[config.mk]
export PLATFORM = sky130hd
export DESIGN_NAME = push_switch_press_qualifier
export DESIGN_NICKNAME = d
export VERILOG_FILES = /design/src/design/pspq_pkg.sv /design/src/design/push_switch_press_qualifier.sv
export SDC_FILE = /design/constraint.sdc
export NUM_CORES = 1
export LEC_CHECK = 0
export BUFFER_PORTS_ARGS = -buffer_cell sky130_fd_sc_hd__buf_2
export CAP_MARGIN = 20
export CELL_PAD_IN_SITES_DETAIL_PLACEMENT = 0
export CELL_PAD_IN_SITES_GLOBAL_PLACEMENT = 2
export CORE_MARGIN = 5
export CORE_UTILIZATION = 40
export CTS_CLUSTER_SIZE = 14
export DETAILED_ROUTE_END_ITERATION = 16
export PLACE_DENSITY = 0.87
export SETUP_SLACK_MARGIN = 0.05
export SLEW_MARGIN = 20
export SYNTH_ARGS = -nofsm -noshare
export SYNTH_HDL_FRONTEND = slang
export SYNTH_SLANG_ARGS = --single-unit
export TNS_END_PERCENT = 20
[constraint.sdc]
create_clock -name clock -period 7.6 [get_ports clock]
set_input_delay 0.76 -clock clock [delete_from_list [all_inputs] [get_ports clock]]
set_output_delay 0.76 -clock clock [all_outputs]
set_load 0.02 [all_outputs]
[src/design/pspq_pkg.sv]
// package for the push switch press qualifier: codes, widths and reset values
`default_nettype none
package pspq_pkg;

   localparam int NUM_SWITCHES_DEFAULT = 4;
   localparam int TABLE_SLOTS = 4;

   localparam int TIME_W = 32;
   localparam int LIMIT_W = 16;
   localparam int MODES_W = 12;
   localparam int MATCH_W = 40;
   localparam int PORT_W = 8;
   localparam int PINS_W = 32;
   localparam int INDEX_W = 2;
   localparam int KIND_W = 3;

   localparam int REQ_DATA_W = 80;
   localparam int RSP_DATA_W = 8;
   localparam int CSR_DATA_W = 64;
   localparam int CSR_ADDR_W = 6;

   localparam logic [LIMIT_W-1:0] LEVEL_MIN_RESET = 16'd50;
   localparam logic [LIMIT_W-1:0] LEVEL_MAX_RESET = 16'd1000;
   localparam logic [LIMIT_W-1:0] EDGE_MIN_RESET = 16'd50;

   typedef enum logic [KIND_W-1:0] {
      KIND_NONE      = 3'd0,
      KIND_NORMAL    = 3'd1,
      KIND_LONG      = 3'd2,
      KIND_EDGE_LONG = 3'd3,
      KIND_EDGE      = 3'd4
   } kind_type;

   typedef enum logic [2:0] {
      REG_LEVEL_MIN = 3'd0,
      REG_LEVEL_MAX = 3'd1,
      REG_EDGE_MIN  = 3'd2,
      REG_MODES     = 3'd3,
      REG_MATCH_0   = 3'd4,
      REG_MATCH_1   = 3'd5,
      REG_MATCH_2   = 3'd6,
      REG_MATCH_3   = 3'd7
   } reg_index_type;

endpackage
`default_nettype wire

[src/design/push_switch_press_qualifier.sv]
// top level of the push switch press qualifier
//
// Accepts one request per clock while no response is waiting, and answers with at most
// one press response: the request is captured in an input register, the table
// match, elapsed time compare and state update happen in one pass, and the press lands
// in the response register. A waiting response stalls the pass, and an empty input
// register still takes one more request. A request with tuser high is a
// level sample for the pending edge check; otherwise it is a pin event that is
// matched against the switch table. Registers sit on the APB port at byte address
// 8*i and should only be written while no request is in flight. No clearing pass
// is needed after reset.
`default_nettype none
module push_switch_press_qualifier #(
   parameter int NUM_SWITCHES = pspq_pkg::NUM_SWITCHES_DEFAULT
) (
   input  wire logic                                clock,
   input  wire logic                                reset,
   input  wire logic                                req_tvalid,
   output logic                                     req_tready,
   // port[7:0], pins[39:8], now_ms[71:40], level_asserted[72], zero fill
   input  wire logic [pspq_pkg::REQ_DATA_W-1:0]     req_tdata,
   // func[0]
   input  wire logic                                req_tuser,
   output logic                                     rsp_tvalid,
   input  wire logic                                rsp_tready,
   // switch_index[1:0], press_kind[4:2], zero fill
   output logic [pspq_pkg::RSP_DATA_W-1:0]          rsp_tdata,
   input  wire logic                                csr_psel,
   input  wire logic                                csr_penable,
   input  wire logic                                csr_pwrite,
   input  wire logic [pspq_pkg::CSR_ADDR_W-1:0]     csr_paddr,
   input  wire logic [pspq_pkg::CSR_DATA_W-1:0]     csr_pwdata,
   output logic [pspq_pkg::CSR_DATA_W-1:0]          csr_prdata,
   output logic                                     csr_pready
);

   localparam int SLOTS = (NUM_SWITCHES < pspq_pkg::TABLE_SLOTS) ?
                          NUM_SWITCHES : pspq_pkg::TABLE_SLOTS;

   // configuration
   logic [pspq_pkg::LIMIT_W-1:0] level_min_ff, level_max_ff, edge_min_ff;
   logic [pspq_pkg::MODES_W-1:0] modes_ff;
   logic [pspq_pkg::MATCH_W-1:0] match_ff [pspq_pkg::TABLE_SLOTS];

   // input register
   logic                          stage_valid_ff;
   logic                          stage_func_ff;
   logic [pspq_pkg::PORT_W-1:0]   stage_port_ff;
   logic [pspq_pkg::PINS_W-1:0]   stage_pins_ff;
   logic [pspq_pkg::TIME_W-1:0]   stage_now_ff;
   logic                          stage_level_ff;

   // switch state
   logic [SLOTS-1:0]              armed_ff, armed_in;
   logic [pspq_pkg::TIME_W-1:0]   press_start_ff [SLOTS];
   logic [pspq_pkg::TIME_W-1:0]   press_start_in [SLOTS];
   logic                          edge_pending_ff, edge_pending_in;
   logic [pspq_pkg::INDEX_W-1:0]  edge_switch_ff, edge_switch_in;
   logic [pspq_pkg::TIME_W-1:0]   edge_start_ff, edge_start_in;
   pspq_pkg::kind_type            edge_kind_ff, edge_kind_in;

   // response register
   logic                          rsp_valid_ff, rsp_valid_in;
   logic [pspq_pkg::INDEX_W-1:0]  rsp_index_ff, rsp_index_in;
   pspq_pkg::kind_type            rsp_kind_ff, rsp_kind_in;

   logic                          advance;
   logic                          fire;
   logic                          csr_write;
   pspq_pkg::reg_index_type       csr_index;

   logic [SLOTS-1:0]              hit_onehot;
   logic                          hit_found;
   logic [pspq_pkg::INDEX_W-1:0]  hit_idx;
   logic                          hit_armed;
   logic [pspq_pkg::TIME_W-1:0]   hit_start;
   logic [pspq_pkg::KIND_W-1:0]   hit_mode;
   logic [pspq_pkg::TIME_W-1:0]   level_elapsed;
   logic [pspq_pkg::TIME_W-1:0]   edge_elapsed;

   assign advance    = !rsp_valid_ff || rsp_tready;
   assign fire       = stage_valid_ff && advance;
   assign req_tready = !stage_valid_ff || advance;

   assign rsp_tvalid = rsp_valid_ff;
   assign rsp_tdata  = {3'b000, rsp_kind_ff, rsp_index_ff};

   assign csr_pready = 1'b1;
   assign csr_write  = csr_psel && csr_penable && csr_pwrite && csr_pready;
   assign csr_index  = pspq_pkg::reg_index_type'(csr_paddr[5:3]);

   always_comb begin
      case (csr_index)
         pspq_pkg::REG_LEVEL_MIN: csr_prdata = 64'(level_min_ff);
         pspq_pkg::REG_LEVEL_MAX: csr_prdata = 64'(level_max_ff);
         pspq_pkg::REG_EDGE_MIN:  csr_prdata = 64'(edge_min_ff);
         pspq_pkg::REG_MODES:     csr_prdata = 64'(modes_ff);
         pspq_pkg::REG_MATCH_0:   csr_prdata = 64'(match_ff[0]);
         pspq_pkg::REG_MATCH_1:   csr_prdata = 64'(match_ff[1]);
         pspq_pkg::REG_MATCH_2:   csr_prdata = 64'(match_ff[2]);
         pspq_pkg::REG_MATCH_3:   csr_prdata = 64'(match_ff[3]);
         default:                 csr_prdata = '0;
      endcase
   end

   always_ff @(posedge clock) begin
      if (reset) begin
         level_min_ff <= pspq_pkg::LEVEL_MIN_RESET;
         level_max_ff <= pspq_pkg::LEVEL_MAX_RESET;
         edge_min_ff  <= pspq_pkg::EDGE_MIN_RESET;
         modes_ff     <= '0;
         for (int i = 0; i < pspq_pkg::TABLE_SLOTS; i++) begin
            match_ff[i] <= '0;
         end
      end else if (csr_write) begin
         case (csr_index)
            pspq_pkg::REG_LEVEL_MIN: level_min_ff <= csr_pwdata[15:0];
            pspq_pkg::REG_LEVEL_MAX: level_max_ff <= csr_pwdata[15:0];
            pspq_pkg::REG_EDGE_MIN:  edge_min_ff  <= csr_pwdata[15:0];
            pspq_pkg::REG_MODES:     modes_ff     <= csr_pwdata[11:0];
            pspq_pkg::REG_MATCH_0:   match_ff[0]  <= csr_pwdata[39:0];
            pspq_pkg::REG_MATCH_1:   match_ff[1]  <= csr_pwdata[39:0];
            pspq_pkg::REG_MATCH_2:   match_ff[2]  <= csr_pwdata[39:0];
            pspq_pkg::REG_MATCH_3:   match_ff[3]  <= csr_pwdata[39:0];
            default: ;
         endcase
      end
   end

   // input register
   always_ff @(posedge clock) begin
      if (reset) begin
         stage_valid_ff <= 1'b0;
      end else if (req_tready) begin
         stage_valid_ff <= req_tvalid;
      end
   end

   always_ff @(posedge clock) begin
      if (req_tready && req_tvalid) begin
         stage_func_ff  <= req_tuser;
         stage_port_ff  <= req_tdata[7:0];
         stage_pins_ff  <= req_tdata[39:8];
         stage_now_ff   <= req_tdata[71:40];
         stage_level_ff <= req_tdata[72];
      end
   end

   // first matching table entry
   always_comb begin
      hit_onehot = '0;
      hit_found  = 1'b0;
      hit_idx    = '0;
      for (int i = 0; i < SLOTS; i++) begin
         if (!hit_found && match_ff[i] == {stage_port_ff, stage_pins_ff}) begin
            hit_found     = 1'b1;
            hit_onehot[i] = 1'b1;
            hit_idx       = pspq_pkg::INDEX_W'(i);
         end
      end
   end

   always_comb begin
      hit_armed = 1'b0;
      hit_start = '0;
      hit_mode  = '0;
      for (int i = 0; i < SLOTS; i++) begin
         if (hit_onehot[i]) begin
            hit_armed = armed_ff[i];
            hit_start = press_start_ff[i];
            hit_mode  = modes_ff[3*i +: 3];
         end
      end
   end

   assign level_elapsed = stage_now_ff - hit_start;
   assign edge_elapsed  = stage_now_ff - edge_start_ff;

   // compare and update
   always_comb begin
      armed_in        = armed_ff;
      press_start_in  = press_start_ff;
      edge_pending_in = edge_pending_ff;
      edge_switch_in  = edge_switch_ff;
      edge_start_in   = edge_start_ff;
      edge_kind_in    = edge_kind_ff;
      rsp_valid_in    = rsp_valid_ff && !rsp_tready;
      rsp_index_in    = rsp_index_ff;
      rsp_kind_in     = rsp_kind_ff;
      if (fire) begin
         if (stage_func_ff) begin
            if (edge_pending_ff) begin
               if (!stage_level_ff) begin
                  edge_pending_in = 1'b0;
               end else if (edge_elapsed > 32'(edge_min_ff)) begin
                  edge_pending_in = 1'b0;
                  rsp_valid_in    = 1'b1;
                  rsp_index_in    = edge_switch_ff;
                  rsp_kind_in     = edge_kind_ff;
               end
            end
         end else if (hit_found) begin
            case (hit_mode)
               pspq_pkg::KIND_NORMAL: begin
                  for (int i = 0; i < SLOTS; i++) begin
                     if (hit_onehot[i]) begin
                        if (!hit_armed) begin
                           armed_in[i]       = 1'b1;
                           press_start_in[i] = stage_now_ff;
                        end else if (level_elapsed > 32'(level_max_ff)) begin
                           armed_in[i] = 1'b0;
                        end else if (level_elapsed > 32'(level_min_ff)) begin
                           armed_in[i] = 1'b0;
                        end
                     end
                  end
                  if (hit_armed && level_elapsed <= 32'(level_max_ff) &&
                      level_elapsed > 32'(level_min_ff)) begin
                     rsp_valid_in = 1'b1;
                     rsp_index_in = hit_idx;
                     rsp_kind_in  = pspq_pkg::KIND_NORMAL;
                  end
               end
               pspq_pkg::KIND_EDGE_LONG, pspq_pkg::KIND_EDGE: begin
                  edge_pending_in = 1'b1;
                  edge_switch_in  = hit_idx;
                  edge_start_in   = stage_now_ff;
                  edge_kind_in    = pspq_pkg::kind_type'(hit_mode);
               end
               default: ;
            endcase
         end
      end
   end

   always_ff @(posedge clock) begin
      if (reset) begin
         armed_ff        <= '0;
         edge_pending_ff <= 1'b0;
         rsp_valid_ff    <= 1'b0;
      end else begin
         armed_ff        <= armed_in;
         edge_pending_ff <= edge_pending_in;
         rsp_valid_ff    <= rsp_valid_in;
      end
   end

   always_ff @(posedge clock) begin
      press_start_ff <= press_start_in;
      edge_switch_ff <= edge_switch_in;
      edge_start_ff  <= edge_start_in;
      edge_kind_ff   <= edge_kind_in;
      rsp_index_ff   <= rsp_index_in;
      rsp_kind_ff    <= rsp_kind_in;
   end

endmodule
`default_nettype wire

---- Word-level counts from Yosys, hierarchy flattened ----
Memory sizes are Yosys's and may differ from the RTL's.
Index checks and enable logic that the tools add are counted.
operators by class
  add/sub/neg operators ................... 2
  $lt $le $gt $ge ......................... 4
  equality and inequality tests ........... 18
  mux-type cells .......................... 76
  bitwise operators ....................... 6
  reductions and logical operators ........ 39
operator list
  kind                  number
  $pmux W64 S8          1
  $eq A40 B40 Y1        4
  $mux W40              4
  $mux W32              4
  $gt A32 B16 Y1        3
  $sub A32 B32 Y32      2
  $reduce_and A6 Y1     8
  $mux W1               47
  $mux W3               11
  $le A32 B16 Y1        1
  $mux W2               9
  $eq A3 B3 Y1 const B  5
  $logic_and A1 B1 Y1   10
  $eq A3 B2 Y1 const B  3
  $reduce_and A2 Y1     4
  $reduce_bool A2 Y1    4
  $reduce_and A7 Y1     1
  $eq A3 B1 Y1 const B  2
  $logic_not A1 Y1      6
  $ne A2 B1 Y1 const B  3
  $or A1 B1 Y1          4
  $reduce_and A4 Y1     1
  $logic_not A3 Y1      1
  $ne A3 B1 Y1 const B  1
  other kinds (4)       6
storage, ports and cells
  register bits after elaboration ......... 311
  memory bits (writable) .................. 160
  input port bits ......................... 158
  output and inout bits ................... 75
  logic and storage cells ................. 171
  memories ................................ 1
memories
  name      words  bits a word  rd ports  clocked after Yosys merged registers in  wr ports  RTL line                           text
  match_ff  4      40           4         0                                        4         push_switch_press_qualifier.sv:43  logic [pspq_pkg::MATCH_W-1:0] match_ff [pspq_pkg::TABLE_SLOTS];

---- Longest topological paths before layout ----
An unclocked memory read counts as a cell.
  depth in word-level cells ............... 22
  gate-level depth with buffers ........... 30
  gate-level depth less buffers ........... 27

---- Worst setup path after synthesis ----
OpenSTA, ideal clock, no wires.
  path type ............................... reg2reg
  start point ............................. register stage_pins_ff[21] in the netlist's numbering
  end point ............................... register rsp_index_ff[0] in the netlist's numbering, enable pin
  setup time .............................. 351 ps
  arrival time ............................ 5878 ps
  data required time ...................... 7249 ps
  setup slack ............................. 1371 ps
  stages on the path, launching flop included .. 30
  buffers on the path ..................... 5
  period minus slack after synthesis ...... 6229 ps
  path through ............................ edfxtp_1 > clkbuf_1 > xnor2_1 > nand4_1 > nor4_1 > and3_1 > buf_2 > buf_2 > buf_1 > buf_1 > a21oi_1 > a221oi_1 > ha_1 > o211ai_1 > a21oi_1 > o211ai_1 > a211oi_1 > nor2_1 > xnor2_1 > ha_1 > nand4_1 > nor4_1 > o22ai_1 > a211oi_1 > nand3_1 > nor4b_1 > nand4_1 > nor4_1 > nand4b_1 > a21oi_1
between the ends
  word-level cells in the longest chain between the ends .. 18
  elaborated cells between the ends (all ways) .. 39
  classes of those cells .................. add/sub: 1; order compare: 2; eq/ne: 5; mux: 19; reduce/logical: 12
ends and longest elaborated chain
  item                                  RTL line                            text
  from (decl)                           push_switch_press_qualifier.sv:49   logic [pspq_pkg::PINS_W-1:0] stage_pins_ff;
  from (signal assigned)                push_switch_press_qualifier.sv:143  stage_pins_ff <= req_tdata[39:8];
  $eq A40 B40 Y1                        push_switch_press_qualifier.sv:155  if (!hit_found && match_ff[i] == {stage_port_ff, stage_pins_ff}) begin
  $mux W1                               push_switch_press_qualifier.sv:155
  $logic_not A1 Y1                      push_switch_press_qualifier.sv:155
  $logic_and A1 B1 Y1                   push_switch_press_qualifier.sv:155
  $mux W1                               push_switch_press_qualifier.sv:155
  $logic_not A1 Y1                      push_switch_press_qualifier.sv:155
  $logic_and A1 B1 Y1                   push_switch_press_qualifier.sv:155
  $mux W1                               push_switch_press_qualifier.sv:155
  $logic_not A1 Y1                      push_switch_press_qualifier.sv:155
  $logic_and A1 B1 Y1                   push_switch_press_qualifier.sv:155
  $mux W1                               push_switch_press_qualifier.sv:155
  $mux W32                              push_switch_press_qualifier.sv:168  if (hit_onehot[i]) begin
  $sub A32 B32 Y32                      push_switch_press_qualifier.sv:176  assign level_elapsed = stage_now_ff - hit_start;
  $le A32 B16 Y1                        push_switch_press_qualifier.sv:217  if (hit_armed && level_elapsed <= 32'(level_max_ff) &&
  $logic_and A1 B1 Y1 (2 in series)     push_switch_press_qualifier.sv:217
  $reduce_bool A2 Y1 (no source line)   -
  $reduce_and A7 Y1 (no source line) *  -
  to (signal assigned)                  push_switch_press_qualifier.sv:253  rsp_index_ff <= rsp_index_in;
  to (decl)                             push_switch_press_qualifier.sv:64   logic [pspq_pkg::INDEX_W-1:0] rsp_index_ff, rsp_index_in;
Mark *: on every way between the ends. The rest lies on a longest branch, timed or not.
A chain may end at the register's enable or synchronous reset.

---- Worst setup path after layout ----
  start point ............................. register stage_port_ff[3] in the netlist's numbering
  end point ............................... register rsp_index_ff[0] in the netlist's numbering, enable pin
between the ends
  word-level cells in the longest chain between the ends .. 18
  elaborated cells between the ends (all ways) .. 39
  classes of those cells .................. add/sub: 1; order compare: 2; eq/ne: 5; mux: 19; reduce/logical: 12
ends and longest elaborated chain
  item                                  RTL line                            text
  from (decl)                           push_switch_press_qualifier.sv:48   logic [pspq_pkg::PORT_W-1:0] stage_port_ff;
  from (signal assigned)                push_switch_press_qualifier.sv:142  stage_port_ff <= req_tdata[7:0];
  $eq A40 B40 Y1                        push_switch_press_qualifier.sv:155
  $mux W1                               push_switch_press_qualifier.sv:155
  $logic_not A1 Y1                      push_switch_press_qualifier.sv:155
  $logic_and A1 B1 Y1                   push_switch_press_qualifier.sv:155
  $mux W1                               push_switch_press_qualifier.sv:155
  $logic_not A1 Y1                      push_switch_press_qualifier.sv:155
  $logic_and A1 B1 Y1                   push_switch_press_qualifier.sv:155
  $mux W1                               push_switch_press_qualifier.sv:155
  $logic_not A1 Y1                      push_switch_press_qualifier.sv:155
  $logic_and A1 B1 Y1                   push_switch_press_qualifier.sv:155
  $mux W1                               push_switch_press_qualifier.sv:155
  $mux W32                              push_switch_press_qualifier.sv:168
  $sub A32 B32 Y32                      push_switch_press_qualifier.sv:176
  $le A32 B16 Y1                        push_switch_press_qualifier.sv:217
  $logic_and A1 B1 Y1 (2 in series)     push_switch_press_qualifier.sv:217
  $reduce_bool A2 Y1 (no source line)   -
  $reduce_and A7 Y1 (no source line) *  -
Marked as above.

==> impl_summary.md <==
Critical path
In this design, the stage delay of the slowest critical-path cell is between 0.5 and 0.6 ns. The worst setup path is captured at a flop. In this run the worst path has a maximum fanout of 7. The endpoint identified for the worst register-to-register timing path is rsp_index_ff[0]$_DFFE_PP_.

At the worst endpoint, the required time is just under 8 ns. STA classifies the critical path startpoint as a flop. For the worst setup path, the data arrival time is about 7.4 ns. The setup check on the worst reg-to-reg path leaves a slack of around 0.48 ns.

The worst register-to-register path begins at stage_port_ff[3]$_DFFE_PP_. In this design, the critical path's most frequently occurring cell is sky130_fd_sc_hd__buf_4. The critical path class is reg2reg. The source of the critical timing path is stage_port_ff[3]$_DFFE_PP_. The length in cells of the worst reg-to-reg path is 30. The largest individual stage delay along the critical path comes from the cell sky130_fd_sc_hd__edfxtp_1.

Floorplan
The region available for standard cell placement spans between 0.06 and 0.07 mm². The die boundary width is 264 µm. The height of the die is about 260 µm. The number of placement rows is between 90 and 100. The initial utilization of the core area, before any placement, comes to 0.402. The die covers slightly below 0.07 mm². The number of I/O pins is 233.

Finish
The fraction of final layout cells sized beyond drive strength 1 is 0.158. The most frequent standard cell in the layout excluding fill and tap cells is sky130_fd_sc_hd__edfxtp_1. Summing all multi-input logic gate instances after layout gives about 0.011 mm².

Relative to the synthesized area, the layout overhead comes to 14.6%. The sequential cells in the finished layout cover a total of ~0.013 mm². The filler cell count in the final layout is about 5900. The final core area utilization is 0.460.

The cell area after layout is between 0.02 and 0.03 mm². At the end of the flow, the number of nets in the layout was 2794. Leaving out fill and tap cells, the most frequent cells in the layout are sky130_fd_sc_hd__edfxtp_1 (404), sky130_fd_sc_hd__nand2_1 (261), sky130_fd_sc_hd__buf_2 (170).

Timing
The slew at the pin with the worst max-slew slack is approximately 1.1 ns. The worst setup slack after layout is ~0.48 ns. The worst setup skew after layout is 0.0505 ns.

Counting I/O delays and the setup requirement, the final critical path takes between 7 and 8 ns. The setup TNS after final layout is 0 ns. Dividing the final minimum period by the clock period gives 0.937. Derived from the worst setup path, the maximum achievable clock frequency is 140 MHz.

The total setup violations reported at the end of the flow is 0. The number of hold violations in the final report was 0. Setup repair after global routing left no endpoint under its margin. The final count of pins violating max slew was 0. Headroom to the max-slew limit came out at 0.233.

Synthesis
The share of flip-flops with an asynchronous set or reset is 0. In this run, synthesis produced a sequential element count of approximately 470. Yosys printed 0 warnings. After synthesis, the mean cell area works out to about 11 µm². The mapped netlist covers 0.0258 mm².

The primary flip-flop cell chosen by synthesis mapping is sky130_fd_sc_hd__edfxtp_1. In this run, distinct cell masters in the synthesized netlist total 84. The number of standard cells after synthesis is roughly 2400. sky130_fd_sc_hd__edfxtp_1 takes more of the synthesized area than any other cell. By area the synthesized netlist is led by sky130_fd_sc_hd__edfxtp_1 (47%), sky130_fd_sc_hd__ha_1 (5.3%), sky130_fd_sc_hd__dfxtp_1 (5.2%).

The number of flops mapped to enable cells by yosys is a little over 400. For this run, the register share of the synthesized area comes to 0.523. The share of synthesized area in the top cell type comes to 0.471.

Power and ir drop
The ratio of total power to cell area is about 210 mW/mm². VDD sags by at most ~0.17 mV. In this run the static leakage power is ~0.011 µW.

Clocking
The clock root buffer is sky130_fd_sc_hd__clkbuf_16. Clock-pin slew was measured on the worst setup and hold paths at around 0.070 ns. In this run the deepest clock path goes through 3 buffers.

Counting every sink on the clock net gives 471. The clock latency on the worst-skew pair is 0.63 ns. TritonCTS built the clock tree. TritonCTS created 51 clock buffers. In this run, post-CTS hold repair placed 0 buffers. The H-tree generated during clock tree synthesis spans 2 levels.

GRT
The initial antenna violation count is 0. The number of global-route vias before repair is ~19000. For this run the aggregate overflow at the end of global routing stands at 0. The first global-routing pass estimated 120000 µm of wire.

The global router's overall resource usage is 0.222. The maximum number of pins on one net before global-route repair is 75.

Placed design
Summed over all nets, the half-perimeter wirelength after detailed placement is just under 60000 µm. Port buffering added between 150 and 200 buffers. The area after detailed placement is around 0.028 mm².

The worst slack after detailed placement is about 0.33 ns. Routability-driven placement finished with a final weighted congestion of around 0.90.

Detailed routing
Once detail routing completed, the nets flagged for antenna violations numbered 0. The post-detailed-route DRC marker count is 0. After the first detailed-routing iteration, the DRC count stood at 1914.

The final layout contains routed wiring with a total length of roughly 80000 µm. The mean routed wirelength per cell is 23.6 µm. Dividing the detail-routed via count by the number of cells gives between 5 and 6. Before antenna repair, the detailed router went through 7 iterations. Across all layers, the routed design uses 19300 vias.

Hold path
In this run the worst hold path is classified as in2reg. The worst hold path begins at req_tdata[27]. For hold timing, the worst endpoint is stage_pins_ff[19]$_DFFE_PP_. Along the worst hold path, the cell count comes to 1.

Outcome
The flow ran to the end, and the final reports show no timing, DRC or antenna violations.

Run
Across the run, the number of max-cap violations was 0.
==> where the power goes <==
group          switching (µW)  internal [µW]
logic                     435            254
clock network            1090           1450
registers                94.0           2880
total                    1620           4590
==> timing repair <==
action	in CTS	in global routing
endpoints found under the setup margin	0	10
setup buffers	0	11
gates resized for setup	0	31
==> critical path, delay by kind of cell, from the launching register on <==
kind                       cells  cell delay [ns]
and+or+nand+nor               13             2.63
adders and majority gates      3             0.72
AOI/OAI and AO/OA              6             1.47
buffers and inverters          6             0.91
DFF                            1             0.52
xor gates and xnor gates       2             0.53
==> routing by layer <==
metal,part of all wire,track usage
met1,0.45,0.328
met2,0.45,0.351
met3,0.079,0.0367
met4,0.020,0.0434
met5,0,0
==> state kept, by name (all words and copies together) (netlist names) <==
register         count
match_ff           160
press_start_ff     128
edge_start_ff       32
stage_now_ff        32
stage_pins_ff       32
edge_min_ff         16
level_max_ff        16
level_min_ff        16
modes_ff            12
stage_port_ff        8
armed_ff             4
edge_kind_ff         3
rsp_kind_ff          3
edge_switch_ff       2
rsp_index_ff         2
edge_pending_ff      1
rsp_tvalid           1
stage_func_ff        1
stage_level_ff       1
stage_valid_ff       1
==> kinds of logic after synthesis <==
| family | count (synthesis) | share of synthesized area |
|---|---|---|
| xor gates and xnor gates | 199 | 0.0694 |
| other | 2 | 0.000292 |
| muxes | 36 | 0.0190 |
| adders and majority gates | 112 | 0.0550 |
| buffers and inverters | 257 | 0.0459 |
| AOI/OAI and AO/OA | 521 | 0.135 |
| and+or+nand+nor | 765 | 0.152 |
| DFF | 471 | 0.523 |
==> cell usage after synthesis, types with 10 or more instances <==
master,instances
sky130_fd_sc_hd__clkbuf_1,88
sky130_fd_sc_hd__inv_1,97
sky130_fd_sc_hd__a221oi_1,37
sky130_fd_sc_hd__mux2_2,10
sky130_fd_sc_hd__a21oi_1,170
sky130_fd_sc_hd__mux2i_1,16
sky130_fd_sc_hd__a211o_1,19
sky130_fd_sc_hd__xnor2_1,136
sky130_fd_sc_hd__nor2b_1,13
sky130_fd_sc_hd__o211ai_1,11
sky130_fd_sc_hd__a21o_1,26
sky130_fd_sc_hd__o21ai_0,67
sky130_fd_sc_hd__ha_1,110
sky130_fd_sc_hd__o21a_1,15
sky130_fd_sc_hd__and2_1,169
sky130_fd_sc_hd__nor3_1,15
sky130_fd_sc_hd__nand2_1,261
sky130_fd_sc_hd__buf_4,29
sky130_fd_sc_hd__nand3_1,50
sky130_fd_sc_hd__and3_1,13
sky130_fd_sc_hd__a211oi_1,19
sky130_fd_sc_hd__nand2b_1,27
sky130_fd_sc_hd__edfxtp_1,404
sky130_fd_sc_hd__xor2_1,57
sky130_fd_sc_hd__o21bai_1,10
sky130_fd_sc_hd__buf_2,22
sky130_fd_sc_hd__nor4_1,19
sky130_fd_sc_hd__dfxtp_1,67
sky130_fd_sc_hd__o22ai_1,11
sky130_fd_sc_hd__nor2_1,102
sky130_fd_sc_hd__a22oi_1,58
sky130_fd_sc_hd__a31oi_1,13
sky130_fd_sc_hd__nand4_1,56
sky130_fd_sc_hd__buf_6,11
==> final cells by class <==
class	instances	area share
multi-input combinational	1661	0.389
inverter	98	0.0125
sequential	471	0.457
clock inverter	34	0.0135
tap	855	0.0363
clock buffer	60	0.0444
timing repair buffer	241	0.0477
antenna	1	0.0000848
==> per-stage QoR <==
stage / cells / hold slack (ns) / power, µW
floorplan: 2389 / 0.436 / 3430
global placement: 3314 / 0.441 / 3680
detailed placement: 3314 / 0.447 / 3700
CTS: 3408 / 0.280 / 6210
global route: 3420 / 0.282 / 6410
finish: 3421 / 0.302 / 6210
==> how the worst max path moves through the flow <==
| stage | end | slack, ns | cells past startpoint |
|---|---|---|---|
| final | rsp_index_ff[0]$_DFFE_PP_ | 0.48 | 30 |
| after CTS | rsp_index_ff[0]$_DFFE_PP_ | 0.19 | 28 |
| after floorplan | rsp_index_ff[0]$_DFFE_PP_ | 1.37 | 29 |
| after global placement | rsp_kind_ff[1]$_SDFFCE_PN0P_ | 0.38 | 28 |
| after detailed placement | rsp_kind_ff[1]$_SDFFCE_PN0P_ | 0.33 | 28 |
| after global routing | rsp_index_ff[0]$_DFFE_PP_ | 0.01 | 30 |
(Power assumes the default switching activity.)
